$ cat src/rtl/lsc_pkg.sv
// line segment clipper package: region code layout, register indexes,
// controller/datapath command and status structs
// no dependencies
package lsc_pkg;

    typedef logic [3:0] region_t;

    localparam int RC_LEFT_BIT   = 0;
    localparam int RC_RIGHT_BIT  = 1;
    localparam int RC_BOTTOM_BIT = 2;
    localparam int RC_TOP_BIT    = 3;

    localparam int MAX_CLIPS      = 8;
    localparam int CLIP_CNT_WIDTH = $clog2(MAX_CLIPS + 1);

    localparam int CFG_INDEX_WIDTH = 8;
    typedef logic [CFG_INDEX_WIDTH-1:0] cfg_index_t;

    localparam cfg_index_t REG_WIN_LEFT   = cfg_index_t'(0);
    localparam cfg_index_t REG_WIN_BOTTOM = cfg_index_t'(1);
    localparam cfg_index_t REG_WIN_RIGHT  = cfg_index_t'(2);
    localparam cfg_index_t REG_WIN_TOP    = cfg_index_t'(3);

    localparam int WIN_LEFT_RESET   = 100;
    localparam int WIN_BOTTOM_RESET = 100;
    localparam int WIN_RIGHT_RESET  = 300;
    localparam int WIN_TOP_RESET    = 300;

    typedef struct packed {
        logic load_in;
        logic setup;
        logic mult;
        logic div_start;
        logic update;
        logic emit;
        logic emit_acc;
    } lsc_cmd_t;

    typedef struct packed {
        logic both_zero;
        logic share;
        logic div_done;
    } lsc_sts_t;

endpackage

$ cat src/rtl/lsc_if.sv
// valid/ready channel interfaces: segment input, clip result, config write
// depends on lsc_pkg
interface lsc_in_if #(parameter int COORD_WIDTH = 16);
    logic                          valid;
    logic                          ready;
    logic signed [COORD_WIDTH-1:0] start_x;
    logic signed [COORD_WIDTH-1:0] start_y;
    logic signed [COORD_WIDTH-1:0] end_x;
    logic signed [COORD_WIDTH-1:0] end_y;

    modport source (output valid, start_x, start_y, end_x, end_y, input ready);
    modport sink (input valid, start_x, start_y, end_x, end_y, output ready);
endinterface

interface lsc_out_if #(parameter int COORD_WIDTH = 16);
    logic                          valid;
    logic                          ready;
    logic                          accepted;
    logic signed [COORD_WIDTH-1:0] clip_start_x;
    logic signed [COORD_WIDTH-1:0] clip_start_y;
    logic signed [COORD_WIDTH-1:0] clip_end_x;
    logic signed [COORD_WIDTH-1:0] clip_end_y;

    modport source (output valid, accepted, clip_start_x, clip_start_y, clip_end_x,
                    clip_end_y, input ready);
    modport sink (input valid, accepted, clip_start_x, clip_start_y, clip_end_x,
                  clip_end_y, output ready);
endinterface

interface lsc_cfg_if import lsc_pkg::*; #(parameter int COORD_WIDTH = 16);
    logic                   valid;
    logic                   ready;
    cfg_index_t             index;
    logic [COORD_WIDTH-1:0] data;

    modport source (output valid, index, data, input ready);
    modport sink (input valid, index, data, output ready);
endinterface

$ cat src/rtl/line_segment_clipper_top.sv
// line segment clipper top level: window registers, output register,
// controller and datapath; depends on lsc_pkg, lsc_if, lsc_ctrl, lsc_dp
//
// seg_in carries one segment per transaction (two signed endpoints); seg_out
// carries one result per segment: accepted flag and clipped endpoints, all
// zero when the segment is rejected. cfg writes the window bounds: index 0
// left, 1 bottom, 2 right, 3 top; other indexes are ignored. cfg is always
// ready. cfg must be written only while the clipper is idle; the block
// itself does not enforce this. a trivially accepted or rejected segment
// goes from decide straight to finish; each edge move (at most 8) steps
// through setup, multiply, divide and update, and the serial divider
// yields one quotient bit per cycle.
// seg_in is ready only between segments. the result sits in an output
// register, so a new segment is taken while seg_out is stalled; a finished
// result waits in the controller until that register frees up.
// reset loads the window 100..300 on both axes and empties the output.
module line_segment_clipper_top import lsc_pkg::*; #(
    parameter int COORD_WIDTH = 16
) (
    input  logic      clk,
    input  logic      rst_n,
    lsc_in_if.sink    seg_in,
    lsc_out_if.source seg_out,
    lsc_cfg_if.sink   cfg
);

    localparam int W = COORD_WIDTH;

    logic signed [W-1:0] win_left_reg, win_bottom_reg, win_right_reg, win_top_reg;

    logic                out_valid_reg;
    logic                out_acc_reg;
    logic signed [W-1:0] out_sx_reg, out_sy_reg, out_ex_reg, out_ey_reg;

    lsc_cmd_t            cmd;
    lsc_sts_t            sts;
    logic                out_free;
    logic signed [W-1:0] x1, y1, x2, y2;

    assign cfg.ready = 1'b1;

    always_ff @(posedge clk or negedge rst_n)
    begin
        if (!rst_n)
        begin
            win_left_reg   <= W'(WIN_LEFT_RESET);
            win_bottom_reg <= W'(WIN_BOTTOM_RESET);
            win_right_reg  <= W'(WIN_RIGHT_RESET);
            win_top_reg    <= W'(WIN_TOP_RESET);
        end
        else if (cfg.valid)
        begin
            case (cfg.index)
                REG_WIN_LEFT:   win_left_reg   <= $signed(cfg.data);
                REG_WIN_BOTTOM: win_bottom_reg <= $signed(cfg.data);
                REG_WIN_RIGHT:  win_right_reg  <= $signed(cfg.data);
                REG_WIN_TOP:    win_top_reg    <= $signed(cfg.data);
                default:
                begin
                end
            endcase
        end
    end

    assign out_free = !out_valid_reg || seg_out.ready;

    lsc_ctrl u_ctrl (
        .clk      (clk),
        .rst_n    (rst_n),
        .in_valid (seg_in.valid),
        .in_ready (seg_in.ready),
        .out_free (out_free),
        .sts      (sts),
        .cmd      (cmd)
    );

    lsc_dp #(
        .COORD_WIDTH (W)
    ) u_dp (
        .clk        (clk),
        .rst_n      (rst_n),
        .cmd        (cmd),
        .sts        (sts),
        .win_left   (win_left_reg),
        .win_bottom (win_bottom_reg),
        .win_right  (win_right_reg),
        .win_top    (win_top_reg),
        .start_x    (seg_in.start_x),
        .start_y    (seg_in.start_y),
        .end_x      (seg_in.end_x),
        .end_y      (seg_in.end_y),
        .x1         (x1),
        .y1         (y1),
        .x2         (x2),
        .y2         (y2)
    );

    always_ff @(posedge clk or negedge rst_n)
    begin
        if (!rst_n)
            out_valid_reg <= 1'b0;
        else if (cmd.emit)
            out_valid_reg <= 1'b1;
        else if (seg_out.ready)
            out_valid_reg <= 1'b0;
    end

    always_ff @(posedge clk)
    begin
        if (cmd.emit)
        begin
            out_acc_reg <= cmd.emit_acc;
            out_sx_reg  <= cmd.emit_acc ? x1 : '0;
            out_sy_reg  <= cmd.emit_acc ? y1 : '0;
            out_ex_reg  <= cmd.emit_acc ? x2 : '0;
            out_ey_reg  <= cmd.emit_acc ? y2 : '0;
        end
    end

    assign seg_out.valid        = out_valid_reg;
    assign seg_out.accepted     = out_acc_reg;
    assign seg_out.clip_start_x = out_sx_reg;
    assign seg_out.clip_start_y = out_sy_reg;
    assign seg_out.clip_end_x   = out_ex_reg;
    assign seg_out.clip_end_y   = out_ey_reg;

endmodule

$ cat src/rtl/lsc_div.sv
// serial restoring divider, one dividend bit per cycle, low quotient bits kept
// no dependencies
module lsc_div #(
    parameter int COORD_WIDTH = 16
) (
    input  logic                       clk,
    input  logic                       rst_n,
    input  logic                       start,
    input  logic [2*COORD_WIDTH-1:0]   dividend,
    input  logic [COORD_WIDTH-1:0]     divisor,
    output logic                       done,
    output logic [COORD_WIDTH-1:0]     quotient
);

    localparam int W     = COORD_WIDTH;
    localparam int CNT_W = $clog2(2 * W + 1);

    logic             busy_reg;
    logic             done_reg;
    logic [CNT_W-1:0] cnt_reg;
    logic [W-1:0]     rem_reg;
    logic [2*W-1:0]   dvd_reg;
    logic [W-1:0]     dvs_reg;
    logic [W-1:0]     quo_reg;

    logic [W:0] trial;
    logic [W:0] diff;
    logic       ge;

    assign trial = {rem_reg, dvd_reg[2*W-1]};
    assign diff  = trial - {1'b0, dvs_reg};
    assign ge    = trial >= {1'b0, dvs_reg};

    always_ff @(posedge clk or negedge rst_n)
    begin
        if (!rst_n)
        begin
            busy_reg <= 1'b0;
            done_reg <= 1'b0;
            cnt_reg  <= '0;
        end
        else if (start)
        begin
            busy_reg <= 1'b1;
            done_reg <= 1'b0;
            cnt_reg  <= CNT_W'(2 * W);
        end
        else if (busy_reg)
        begin
            cnt_reg <= cnt_reg - 1'b1;
            if (cnt_reg == CNT_W'(1))
            begin
                busy_reg <= 1'b0;
                done_reg <= 1'b1;
            end
        end
        else
        begin
            done_reg <= 1'b0;
        end
    end

    always_ff @(posedge clk)
    begin
        if (start)
        begin
            rem_reg <= '0;
            dvd_reg <= dividend;
            dvs_reg <= divisor;
            quo_reg <= '0;
        end
        else if (busy_reg)
        begin
            rem_reg <= ge ? diff[W-1:0] : trial[W-1:0];
            dvd_reg <= {dvd_reg[2*W-2:0], 1'b0};
            quo_reg <= {quo_reg[W-2:0], ge};
        end
    end

    assign done     = done_reg;
    assign quotient = quo_reg;

endmodule

$ cat src/rtl/lsc_dp.sv
// clipper datapath: endpoint registers, region codes, edge operands,
// multiplier and serial divider; depends on lsc_pkg and lsc_div
module lsc_dp import lsc_pkg::*; #(
    parameter int COORD_WIDTH = 16
) (
    input  logic                          clk,
    input  logic                          rst_n,
    input  lsc_cmd_t                      cmd,
    output lsc_sts_t                      sts,
    input  logic signed [COORD_WIDTH-1:0] win_left,
    input  logic signed [COORD_WIDTH-1:0] win_bottom,
    input  logic signed [COORD_WIDTH-1:0] win_right,
    input  logic signed [COORD_WIDTH-1:0] win_top,
    input  logic signed [COORD_WIDTH-1:0] start_x,
    input  logic signed [COORD_WIDTH-1:0] start_y,
    input  logic signed [COORD_WIDTH-1:0] end_x,
    input  logic signed [COORD_WIDTH-1:0] end_y,
    output logic signed [COORD_WIDTH-1:0] x1,
    output logic signed [COORD_WIDTH-1:0] y1,
    output logic signed [COORD_WIDTH-1:0] x2,
    output logic signed [COORD_WIDTH-1:0] y2
);

    localparam int W  = COORD_WIDTH;
    localparam int DW = W + 1;

    logic signed [W-1:0] x1_reg, y1_reg, x2_reg, y2_reg;

    region_t c1, c2, co;
    logic    side1, y_edge;

    logic signed [W-1:0]  edge_val, base_val;
    logic signed [DW-1:0] diff_x, diff_y, diff_ex, diff_ey;
    logic signed [DW-1:0] num_a, num_b, den;
    logic [DW-1:0]        abs_a, abs_b, abs_c;

    logic [W-1:0]        mag_a_reg, mag_b_reg, mag_c_reg;
    logic                neg_reg, y_edge_reg, side1_reg, den_zero_reg;
    logic signed [W-1:0] base_reg, edge_reg;
    logic [2*W-1:0]      prod_reg;

    logic         div_done;
    logic [W-1:0] quotient;
    logic [W-1:0] q_val;
    logic [W-1:0] new_coord;

    always_comb
    begin
        c1 = '0;
        c2 = '0;
        c1[RC_LEFT_BIT]   = x1_reg < win_left;
        c1[RC_RIGHT_BIT]  = !(x1_reg < win_left) && (x1_reg > win_right);
        c1[RC_BOTTOM_BIT] = y1_reg < win_bottom;
        c1[RC_TOP_BIT]    = !(y1_reg < win_bottom) && (y1_reg > win_top);
        c2[RC_LEFT_BIT]   = x2_reg < win_left;
        c2[RC_RIGHT_BIT]  = !(x2_reg < win_left) && (x2_reg > win_right);
        c2[RC_BOTTOM_BIT] = y2_reg < win_bottom;
        c2[RC_TOP_BIT]    = !(y2_reg < win_bottom) && (y2_reg > win_top);
    end

    always_comb
    begin
        side1  = c1 != '0;
        co     = side1 ? c1 : c2;
        y_edge = co[RC_TOP_BIT] | co[RC_BOTTOM_BIT];

        if (co[RC_TOP_BIT])
            edge_val = win_top;
        else if (co[RC_BOTTOM_BIT])
            edge_val = win_bottom;
        else if (co[RC_RIGHT_BIT])
            edge_val = win_right;
        else
            edge_val = win_left;

        diff_x  = DW'(x2_reg) - DW'(x1_reg);
        diff_y  = DW'(y2_reg) - DW'(y1_reg);
        diff_ex = DW'(edge_val) - DW'(x1_reg);
        diff_ey = DW'(edge_val) - DW'(y1_reg);

        num_a    = y_edge ? diff_x  : diff_y;
        num_b    = y_edge ? diff_ey : diff_ex;
        den      = y_edge ? diff_y  : diff_x;
        base_val = y_edge ? x1_reg  : y1_reg;

        abs_a = num_a[W] ? -num_a : num_a;
        abs_b = num_b[W] ? -num_b : num_b;
        abs_c = den[W]   ? -den   : den;
    end

    always_ff @(posedge clk)
    begin
        if (cmd.setup)
        begin
            mag_a_reg    <= abs_a[W-1:0];
            mag_b_reg    <= abs_b[W-1:0];
            mag_c_reg    <= abs_c[W-1:0];
            neg_reg      <= num_a[W] ^ num_b[W] ^ den[W];
            den_zero_reg <= den == '0;
            base_reg     <= base_val;
            edge_reg     <= edge_val;
            y_edge_reg   <= y_edge;
            side1_reg    <= side1;
        end
        if (cmd.mult)
        begin
            prod_reg <= {{W{1'b0}}, mag_a_reg} * {{W{1'b0}}, mag_b_reg};
        end
    end

    lsc_div #(
        .COORD_WIDTH (W)
    ) u_div (
        .clk      (clk),
        .rst_n    (rst_n),
        .start    (cmd.div_start),
        .dividend (prod_reg),
        .divisor  (mag_c_reg),
        .done     (div_done),
        .quotient (quotient)
    );

    always_comb
    begin
        if (den_zero_reg)
            q_val = '0;
        else if (neg_reg)
            q_val = -quotient;
        else
            q_val = quotient;
        new_coord = base_reg + q_val;
    end

    always_ff @(posedge clk)
    begin
        if (cmd.load_in)
        begin
            x1_reg <= start_x;
            y1_reg <= start_y;
            x2_reg <= end_x;
            y2_reg <= end_y;
        end
        else if (cmd.update)
        begin
            if (side1_reg)
            begin
                x1_reg <= y_edge_reg ? $signed(new_coord) : edge_reg;
                y1_reg <= y_edge_reg ? edge_reg : $signed(new_coord);
            end
            else
            begin
                x2_reg <= y_edge_reg ? $signed(new_coord) : edge_reg;
                y2_reg <= y_edge_reg ? edge_reg : $signed(new_coord);
            end
        end
    end

    assign sts.both_zero = (c1 == '0) && (c2 == '0);
    assign sts.share     = (c1 & c2) != '0;
    assign sts.div_done  = div_done;

    assign x1 = x1_reg;
    assign y1 = y1_reg;
    assign x2 = x2_reg;
    assign y2 = y2_reg;

endmodule

$ cat src/rtl/lsc_ctrl.sv
// clipper controller: sequences decide, setup, multiply, divide and update
// steps per edge move; depends on lsc_pkg
module lsc_ctrl import lsc_pkg::*; (
    input  logic     clk,
    input  logic     rst_n,
    input  logic     in_valid,
    output logic     in_ready,
    input  logic     out_free,
    input  lsc_sts_t sts,
    output lsc_cmd_t cmd
);

    typedef enum logic [7:0] {
        ST_IDLE      = 8'b0000_0001,
        ST_DECIDE    = 8'b0000_0010,
        ST_SETUP     = 8'b0000_0100,
        ST_MULT      = 8'b0000_1000,
        ST_DIV_START = 8'b0001_0000,
        ST_DIV_WAIT  = 8'b0010_0000,
        ST_UPDATE    = 8'b0100_0000,
        ST_FINISH    = 8'b1000_0000
    } state_t;

    state_t                    state_reg, state_next;
    logic [CLIP_CNT_WIDTH-1:0] clip_cnt_reg, clip_cnt_next;
    logic                      acc_reg, acc_next;

    always_comb
    begin
        state_next    = state_reg;
        clip_cnt_next = clip_cnt_reg;
        acc_next      = acc_reg;
        cmd           = '0;
        in_ready      = 1'b0;
        case (state_reg)
            ST_IDLE:
            begin
                in_ready = 1'b1;
                if (in_valid)
                begin
                    cmd.load_in   = 1'b1;
                    clip_cnt_next = '0;
                    state_next    = ST_DECIDE;
                end
            end
            ST_DECIDE:
            begin
                if (sts.both_zero)
                begin
                    acc_next   = 1'b1;
                    state_next = ST_FINISH;
                end
                else if (sts.share || clip_cnt_reg == CLIP_CNT_WIDTH'(MAX_CLIPS))
                begin
                    acc_next   = 1'b0;
                    state_next = ST_FINISH;
                end
                else
                begin
                    state_next = ST_SETUP;
                end
            end
            ST_SETUP:
            begin
                cmd.setup  = 1'b1;
                state_next = ST_MULT;
            end
            ST_MULT:
            begin
                cmd.mult   = 1'b1;
                state_next = ST_DIV_START;
            end
            ST_DIV_START:
            begin
                cmd.div_start = 1'b1;
                state_next    = ST_DIV_WAIT;
            end
            ST_DIV_WAIT:
            begin
                if (sts.div_done)
                    state_next = ST_UPDATE;
            end
            ST_UPDATE:
            begin
                cmd.update    = 1'b1;
                clip_cnt_next = clip_cnt_reg + 1'b1;
                state_next    = ST_DECIDE;
            end
            ST_FINISH:
            begin
                if (out_free)
                begin
                    cmd.emit   = 1'b1;
                    state_next = ST_IDLE;
                end
            end
            default:
            begin
                state_next = ST_IDLE;
            end
        endcase
        cmd.emit_acc = acc_reg;
    end

    always_ff @(posedge clk or negedge rst_n)
    begin
        if (!rst_n)
        begin
            state_reg    <= ST_IDLE;
            clip_cnt_reg <= '0;
            acc_reg      <= 1'b0;
        end
        else
        begin
            state_reg    <= state_next;
            clip_cnt_reg <= clip_cnt_next;
            acc_reg      <= acc_next;
        end
    end

    a_clip_bound: assert property (@(posedge clk) disable iff (!rst_n)
        clip_cnt_reg <= CLIP_CNT_WIDTH'(MAX_CLIPS))
        else $error("edge move count above limit");

    a_div_not_instant: assert property (@(posedge clk) disable iff (!rst_n)
        cmd.div_start |=> !sts.div_done)
        else $error("divider done right after start");

    a_emit_free: assert property (@(posedge clk) disable iff (!rst_n)
        cmd.emit |-> out_free)
        else $error("result emitted into busy output register");

    a_update_recheck: assert property (@(posedge clk) disable iff (!rst_n)
        cmd.update |=> state_reg == ST_DECIDE)
        else $error("endpoint update not followed by code check");

endmodule
$ cat src/flat_wrapper.sv
// flat-port wrapper written by rule: the top's interface ports become plain ports
module line_segment_clipper_top_flat import lsc_pkg::*;
#(
    parameter int COORD_WIDTH = 16
)
  (clk, rst_n, seg_in_valid, seg_in_start_x, seg_in_start_y, seg_in_end_x, seg_in_end_y, seg_in_ready, seg_out_valid, seg_out_accepted, seg_out_clip_start_x, seg_out_clip_start_y, seg_out_clip_end_x, seg_out_clip_end_y, seg_out_ready, cfg_valid, cfg_index, cfg_data, cfg_ready);
  lsc_in_if #(.COORD_WIDTH(COORD_WIDTH)) seg_in_i ();
  lsc_out_if #(.COORD_WIDTH(COORD_WIDTH)) seg_out_i ();
  lsc_cfg_if #(.COORD_WIDTH(COORD_WIDTH)) cfg_i ();
  input  logic clk;
  input  logic rst_n;
  input wire logic [$bits(seg_in_i.valid)-1:0] seg_in_valid;
  input wire logic [$bits(seg_in_i.start_x)-1:0] seg_in_start_x;
  input wire logic [$bits(seg_in_i.start_y)-1:0] seg_in_start_y;
  input wire logic [$bits(seg_in_i.end_x)-1:0] seg_in_end_x;
  input wire logic [$bits(seg_in_i.end_y)-1:0] seg_in_end_y;
  output wire logic [$bits(seg_in_i.ready)-1:0] seg_in_ready;
  output wire logic [$bits(seg_out_i.valid)-1:0] seg_out_valid;
  output wire logic [$bits(seg_out_i.accepted)-1:0] seg_out_accepted;
  output wire logic [$bits(seg_out_i.clip_start_x)-1:0] seg_out_clip_start_x;
  output wire logic [$bits(seg_out_i.clip_start_y)-1:0] seg_out_clip_start_y;
  output wire logic [$bits(seg_out_i.clip_end_x)-1:0] seg_out_clip_end_x;
  output wire logic [$bits(seg_out_i.clip_end_y)-1:0] seg_out_clip_end_y;
  input wire logic [$bits(seg_out_i.ready)-1:0] seg_out_ready;
  input wire logic [$bits(cfg_i.valid)-1:0] cfg_valid;
  input wire logic [$bits(cfg_i.index)-1:0] cfg_index;
  input wire logic [$bits(cfg_i.data)-1:0] cfg_data;
  output wire logic [$bits(cfg_i.ready)-1:0] cfg_ready;
  assign seg_in_i.valid = seg_in_valid;
  assign seg_in_i.start_x = seg_in_start_x;
  assign seg_in_i.start_y = seg_in_start_y;
  assign seg_in_i.end_x = seg_in_end_x;
  assign seg_in_i.end_y = seg_in_end_y;
  assign seg_in_ready = seg_in_i.ready;
  assign seg_out_valid = seg_out_i.valid;
  assign seg_out_accepted = seg_out_i.accepted;
  assign seg_out_clip_start_x = seg_out_i.clip_start_x;
  assign seg_out_clip_start_y = seg_out_i.clip_start_y;
  assign seg_out_clip_end_x = seg_out_i.clip_end_x;
  assign seg_out_clip_end_y = seg_out_i.clip_end_y;
  assign seg_out_i.ready = seg_out_ready;
  assign cfg_i.valid = cfg_valid;
  assign cfg_i.index = cfg_index;
  assign cfg_i.data = cfg_data;
  assign cfg_ready = cfg_i.ready;
  line_segment_clipper_top #(.COORD_WIDTH(COORD_WIDTH)) u_core (.clk(clk), .rst_n(rst_n), .seg_in(seg_in_i), .seg_out(seg_out_i), .cfg(cfg_i));
endmodule
$ cat config.mk
export PLATFORM = sky130hd
export DESIGN_NAME = line_segment_clipper_top_flat
export DESIGN_NICKNAME = d
export VERILOG_FILES = /design/src/rtl/lsc_pkg.sv /design/src/rtl/lsc_if.sv /design/src/rtl/line_segment_clipper_top.sv /design/src/rtl/lsc_div.sv /design/src/rtl/lsc_dp.sv /design/src/rtl/lsc_ctrl.sv /design/src/flat_wrapper.sv
export SDC_FILE = /design/constraint.sdc
export NUM_CORES = 2
export LEC_CHECK = 0
export BUFFER_PORTS_ARGS = -buffer_cell sky130_fd_sc_hd__buf_2
export CAP_MARGIN = 20
export CORE_MARGIN = 10
export CORE_UTILIZATION = 40
export CTS_BUF_LIST = sky130_fd_sc_hd__clkbuf_16
export DETAILED_ROUTE_END_ITERATION = 8
export PLACE_DENSITY_LB_ADDON = 0.1
export SLEW_MARGIN = 20
export SYNTH_ARGS = -nofsm -noshare
export SYNTH_HDL_FRONTEND = slang
export SYNTH_HIERARCHICAL = 1
export SYNTH_SLANG_ARGS = --single-unit
export TNS_END_PERCENT = 20
$ cat constraint.sdc
create_clock -name clk -period 11.3 [get_ports clk]
set_clock_uncertainty 0.15 [all_clocks]
set_input_delay 2.26 -clock clk [delete_from_list [all_inputs] [get_ports clk]]
set_output_delay 2.26 -clock clk [all_outputs]
set_load 0.01 [all_outputs]
# --- Yosys cells after proc, flatten, opt, wreduce, memory -nomap -nowiden ---
# Index checks and enable logic that the tools add are counted.
word_totals:
  reg_bits: 411
  in_bits: 93
classes:
  reduce_logical: 33
  bitwise: 4
  order_cmp: 9
  multipliers: 1
  mux: 59
  n_eq_ne: 18
  n_addsub: 12
op_table:
  columns: ["cell", "count"]
  rows:
  - ["2-to-1 mux 16 bit", 24]
  - ["subtractor 16 x 16 -> 17 bit", 4]
  - ["greater-than comparator 16 bit", 4]
  - ["less-than comparator 16 bit", 4]
  - ["2-to-1 mux 32 bit", 2]
  - ["negator 16 bit", 4]
  - ["case mux 8 bit (8 select lines)", 1]
  - ["2-to-1 mux 17 bit", 3]
  - ["2-to-1 mux 8 bit", 5]
  - ["multiplier 16 x 16 -> 32 bit", 1]
  - ["equality test 8 x 2 -> 1 bit (second input constant)", 3]
  - ["2-to-1 mux 1 bit", 19]
  - [">= comparator 17 x 16 -> 1 bit", 1]
  - ["logical NOT 17 bit", 1]
  - ["adder 16 bit", 1]
  - ["equality test 8 x 1 -> 1 bit (second input constant)", 2]
  - ["AND reduction 2 bit", 8]
  - ["subtractor 16 bit", 1]
  - ["2-to-1 mux 6 bit", 2]
  - ["nonzero test 2 bit", 6]
  - ["equality test 8 x 3 -> 1 bit (second input constant)", 1]
  - ["equality test 8 x 4 -> 1 bit (second input constant)", 1]
  - ["equality test 8 x 5 -> 1 bit (second input constant)", 1]
  - ["equality test 8 x 6 -> 1 bit (second input constant)", 1]
  - ["21 further kinds", 36]

# --- Longest topological paths before layout ---
depth:
  word_depth: 12
  ltp_mapped: 27
  ltp_nobuf: 24

# --- Hierarchy ---
# Netlist, hierarchy kept.
by_module_without_submodules:
  columns: ["module", "area_per_inst_um2", "seq_area_each_um2", "cells_each", "n_inst"]
  rows:
  - ["lsc_dp", 23832.9, 5405.2, 2650, 1]
  - ["line_segment_clipper_top", 4919.7, 3595.9, 281, 1]
  - ["lsc_div", 4490.6, 2282.2, 411, 1]
  - ["lsc_ctrl", 711.9, 326.6, 74, 1]

# --- Worst setup path before layout ---
# OpenSTA, ideal clock, no wires.
synth_path:
  path_kind: "register to register"
  from: "register u_core.u_ctrl.state_reg[5]"
  to: "register u_core.u_dp.base_reg[0] (enable)"
  t_arrival_ns: 7.467
  setup_time_ns: 0.647
  synth_period_minus_slack_ns: 8.264
  n_path_buf: 0
  slack_ns: 3.036
  stages_incl_launch_ff: 4
  t_required_ns: 10.503
  path_cell_list: "dfrtp_1 -> or4_4 -> or3_1 -> nor3b_1"
synth_rtl:
  columns: ["item", "line", "text"]
  rows:
  - ["start: declaration", "lsc_ctrl.sv:24", "state_t state_reg, state_next;"]
  - ["start signal: assignment", "lsc_ctrl.sv:115", "state_reg <= state_next;"]
  - ["end signal: assignment", "lsc_dp.sv:100", "base_reg <= base_val;"]
  - ["end: declaration", "lsc_dp.sv:39", "logic signed [W-1:0] base_reg, edge_reg;"]

# --- Final worst setup path ---
layout_path:
  from: "register u_core.u_dp.y1_reg[7] (netlist: u_core/u_dp/y1[7])"
  to: "register u_core.u_dp.mag_b_reg[15] (data pin)"
layout_between:
  elab_chain_cells: 12
  word_cells_on_any_way: 15
  classes_between: "add/sub (3); order compare (2); mux (6); bitwise (1); reduce/logical (3)"
layout_rtl:
  columns: ["item", "line", "text"]
  rows:
  - ["start: declaration", "lsc_dp.sv:27", "logic signed [W-1:0] x1_reg, y1_reg, x2_reg, y2_reg;"]
  - ["start signal: assignment", "lsc_dp.sv:139", "y1_reg <= start_y;"]
  - ["start signal: assignment", "lsc_dp.sv:148", "y1_reg <= y_edge_reg ? edge_reg : $signed(new_coord);"]
  - ["less-than comparator 16 bit", "lsc_dp.sv:53, lsc_dp.sv:54", null]
  - ["logical NOT 1 bit", "lsc_dp.sv:54", "c1[RC_TOP_BIT] = !(y1_reg < win_bottom) && (y1_reg > win_top);"]
  - ["logical AND 1 bit", "lsc_dp.sv:54", null]
  - ["nonzero test 4 bit", "lsc_dp.sv:63", "side1 = c1 != '0;"]
  - ["2-to-1 mux 4 bit", "lsc_dp.sv:64", "co = side1 ? c1 : c2;"]
  - ["2-to-1 mux 16 bit", "lsc_dp.sv:71", "else if (co[RC_RIGHT_BIT])"]
  - ["2-to-1 mux 16 bit", "lsc_dp.sv:69", "else if (co[RC_BOTTOM_BIT])"]
  - ["2-to-1 mux 16 bit", "lsc_dp.sv:67", "if (co[RC_TOP_BIT])"]
  - ["subtractor 16 x 16 -> 17 bit (on tied branches)", "lsc_dp.sv:78, lsc_dp.sv:79", null]
  - ["2-to-1 mux 17 bit (*)", "lsc_dp.sv:82", "num_b = y_edge ? diff_ey : diff_ex;"]
  - ["negator 16 bit", "lsc_dp.sv:87", "abs_b = num_b[W] ? -num_b : num_b;"]
  - ["2-to-1 mux 16 bit (*)", "lsc_dp.sv:87", null]
  - ["net u_core.u_dp.abs_b[15]", "lsc_dp.sv:35", "logic [DW-1:0] abs_a, abs_b, abs_c;"]
  - ["end signal: assignment", "lsc_dp.sv:96", "mag_b_reg <= abs_b[W-1:0];"]
  - ["end: declaration", "lsc_dp.sv:37", "logic [W-1:0] mag_a_reg, mag_b_reg, mag_c_reg;"]
# Mark *: on every way through the listed nets, which the timed path passes. The rest lies on a longest branch.
# A chain may end at the register's enable or synchronous reset.

==> summary.txt <==
STATUS
----------------------------------------------------------------------------------------
Status                                                                      complete, no violations

CLOCK TREE
----------------------------------------------------------------------------------------
CTS clock-pin slew for the worst setup and hold paths                              60 ps
Post-CTS setup buffer count                                                            0
H-tree depth                                                                           2
Clock Sinks                                                                          411
Clock tree from TritonCTS                                                          built
Clk Latency, worst-skew pair                                                      630 ps
Cell at the root of the clock tree                                          sky130_fd_sc_hd__clkbuf_16
CTS Buffer Depth                                                                       3
Number of instances resized during post-cts repair                                     0
Total clock buffers created by CTS                                                    49
Number of hold-repair buffers added at the cts stage                                   0

SYNTHESIS
----------------------------------------------------------------------------------------
Number of flip-flops and latches in the synthesized netlist                          411
Dominant synthesized flop cell                                              sky130_fd_sc_hd__edfxtp_1
Sequential element share of the synthesized area                                   0.342
Mean instance size in the synthesized netlist                                   9.94 um2
Post-Syn Nets                                                                       4023
Warnings from Yosys                                                                    6
Post-synthesis instance area                                                   34000 um2
Unique cell type count in the Yosys netlist                                          102
Post-synth ARST share                                                              0.209
Count of flip-flops with a built-in enable after synthesis                           293
Instance count of the mapped netlist                                                3416

DIE
----------------------------------------------------------------------------------------
Starting utilization of the core area                                              0.404
Horizontal die dimension                                                          311 um
Cell Rows                                                                            106
I/O Pins                                                                             161
Area inside the core boundary                                                  84000 um2
Die Y-Extent                                                                      311 um
DIE AREA                                                                       96900 um2

STA
----------------------------------------------------------------------------------------
Final clock period utilization by the worst path                                   0.691
Remaining max-slew budget at the tightest pin                                      0.282
Setup repair after global routing missed its margin                                   no
Final setup vio count                                                                  0
Total Neg Setup Slack                                                               0 ps
Final slew viol count                                                                  0
Maximum clock frequency                                                          128 MHz
Time the final worst path needs with I/O delays and setup                        7800 ps
Final count of hold timing violations                                                  0
Actual transition at the worst max-transition pin                                1070 ps

FLOW RUN
----------------------------------------------------------------------------------------
Max-cap viol count                                                                     0

PLACEMENT
----------------------------------------------------------------------------------------
Total half-perimeter wirelength after legalization and detailed placement        91.1 mm
Quantity of I/O buffers inserted on ports                                            159
Last weighted congestion value of the routability-driven placer                    0.951

SETUP PATH
----------------------------------------------------------------------------------------
CP required                                                                     11500 ps
Crit path launch type                                                               flop
Category of the critical setup timing path                                       reg2reg
Arrival time of the worst setup path                                             8000 ps
Critical Path Fanout Max                                                              16
Endpoint type of the worst setup path                                               flop

DETAILED ROUTING
----------------------------------------------------------------------------------------
Avg WL per Cell                                                                  24.2 um
Post-route antenna net violation count                                                 0
First drt pass iteration count                                                         5
Total via count in the routed design                                               25600
Initial DRC Count                                                                   2009
Count of unresolved DRC violations after routing                                       0
Average vias per placed instance                                                    5.46
Post-detailed-routing wire length                                                 114 mm

FINAL LAYOUT
----------------------------------------------------------------------------------------
Fraction of final layout cells sized beyond drive strength 1                       0.120
Antenna diode count                                                                    0
# fillers                                                                           8110
Flip-flop and latch area                                                       11600 um2
Final core utilization                                                             0.445
Multi-input logic area                                                         20100 um2
Signed area change from the synthesized netlist to the final layout                10.1%
Total number of nets in the final design                                            4129

GLOBAL ROUTE
----------------------------------------------------------------------------------------
Congestion Overflow GR                                                                 0
Overall global routing resource usage                                              0.230
Via count of the first global-routing pass                                         26300
Number of antenna violations at the first check in global routing                      3
Wire length of the first global-routing pass                                      171 mm
Largest net degree at the start of global routing                                     91

PWR
----------------------------------------------------------------------------------------
Leakage power figure                                                             16.2 nW
VDD IR-drop max                                                                 0.320 mV
Design Power                                                                    0.0134 W
Total power density per cell area                                             359 nW/um2

WORST HOLD PATH
----------------------------------------------------------------------------------------
Class of the tightest hold or removal check                                      reg2reg

synth_stat cells (all sizes together) (29+ instances only):
library cell	n	area, um2
buf	42	279
inv	455	1710
nor3	42	220
a31oi	29	188
fa	199	3980
o21a	29	218
mux2i	68	684
nand2	291	1090
a21oi	180	905
dfxtp	32	641
edfxtp	293	8800
ha	315	3940
clkbuf	84	318
xnor2	86	753
dfrtp	71	1780
xor2	57	499
and2	182	1140
mux2	103	1170
o21ai	132	661
nor2	197	749
a21o	65	488
a211oi	43	333
nand3	59	295
worst paths after layout:
check,from,endpoint,slack [ps],cells past startpoint
setup / recovery,u_core/u_dp/y1[7],u_core/u_dp/mag_b_reg[15],3500,22
max in group asynchronous,rst_n,u_core/win_bottom_reg[9],8340,2
hold / removal,u_core/u_dp/mag_c_reg[6],u_core/u_dp/u_div/dvs_reg[6],270,0
hold reg to reg,u_core/u_dp/mag_c_reg[6],u_core/u_dp/u_div/dvs_reg[6],270,0
setup reg to reg,u_core/u_dp/y1[7],u_core/u_dp/mag_b_reg[15],3500,22
min in group asynchronous,rst_n,u_core/seg_out.valid,1410,1
placed cells by master (no fill, tap or decap), types with 67 or more instances in the layout:
cell / n
sky130_fd_sc_hd__nor2_1: 193
sky130_fd_sc_hd__o21ai_0: 124
sky130_fd_sc_hd__inv_1: 459
sky130_fd_sc_hd__fa_1: 199
sky130_fd_sc_hd__buf_2: 158
sky130_fd_sc_hd__xnor2_1: 86
sky130_fd_sc_hd__mux2_2: 99
sky130_fd_sc_hd__and2_1: 182
sky130_fd_sc_hd__edfxtp_1: 293
sky130_fd_sc_hd__a21oi_1: 179
sky130_fd_sc_hd__nand2_1: 291
sky130_fd_sc_hd__dfrtp_1: 69
sky130_fd_sc_hd__mux2i_1: 67
sky130_fd_sc_hd__ha_1: 315
worst max-delay path, cell delays in order (launching register included):
cell	delay, ps
sky130_fd_sc_hd__edfxtp_1	500
sky130_fd_sc_hd__ha_1	370
sky130_fd_sc_hd__and4_1	200
sky130_fd_sc_hd__o21ai_0	70
sky130_fd_sc_hd__or3_1	390
sky130_fd_sc_hd__a211oi_1	470
sky130_fd_sc_hd__o31a_1	310
sky130_fd_sc_hd__and3_1	560
sky130_fd_sc_hd__a41oi_4	540
sky130_fd_sc_hd__mux2i_1	250
sky130_fd_sc_hd__o21a_1	220
sky130_fd_sc_hd__ha_1	260
sky130_fd_sc_hd__fa_1	420
sky130_fd_sc_hd__nor2b_1	130
sky130_fd_sc_hd__o21ai_1	90
sky130_fd_sc_hd__a21oi_1	480
sky130_fd_sc_hd__o221ai_1	240
sky130_fd_sc_hd__a31o_2	260
sky130_fd_sc_hd__nor4_1	460
sky130_fd_sc_hd__nand4_1	290
sky130_fd_sc_hd__o41a_1	430
sky130_fd_sc_hd__a311oi_1	300
sky130_fd_sc_hd__xor2_1	110
area by class of cell:
class / instances / share of cell area
Tap cell: 1134 / 0.0379
Sequential cell: 411 / 0.310
Multi-Input combinational cell: 2423 / 0.537
Clock buffer: 52 / 0.0348
Inverter: 456 / 0.0458
Clock inverter: 39 / 0.00826
Timing Repair Buffer: 181 / 0.0258
where the power goes:
group          switching [W]  internal (W)
sequential          0.000384       0.00236
combinational        0.00548       0.00364
clock               0.000680      0.000904
total                0.00655       0.00690
stage by stage:
step                      setup WS (ps)  cells  hold WS (ps)  cell area (um2)
after CTS                          3790   4696           270            37400
after detailed placement           3860   4605           256            35800
final                              3500   4696           267            37400
after floorplan                    3040   3416           250            34000
after global routing               3190   4696           280            37400
after global placement             4040   4605           258            35800
layer usage:
metal / GRT usage / part of all wire / routed length (um) / up-vias
met5: 0 / 0.00011 / 13 / -
met4: 0.102 / 0.050 / 5690 / 2
met3: 0.0284 / 0.043 / 4930 / 177
met2: 0.398 / 0.49 / 56000 / 695
met1: 0.283 / 0.42 / 47300 / 12800
li1: - / - / - / 12000
logic make-up after synthesis:
kind of cell,Yosys count,synth area share
AO/OA/AOI/OAI,633,0.121
adder cells (fa/ha/maj),514,0.233
XOR/XNOR,143,0.0369
AND/OR/NAND/NOR,960,0.143
buffers and inverters,582,0.0681
multiplexers,172,0.0552
other,1,0.000110
flip-flops,411,0.342
(Power assumes the default switching activity.)
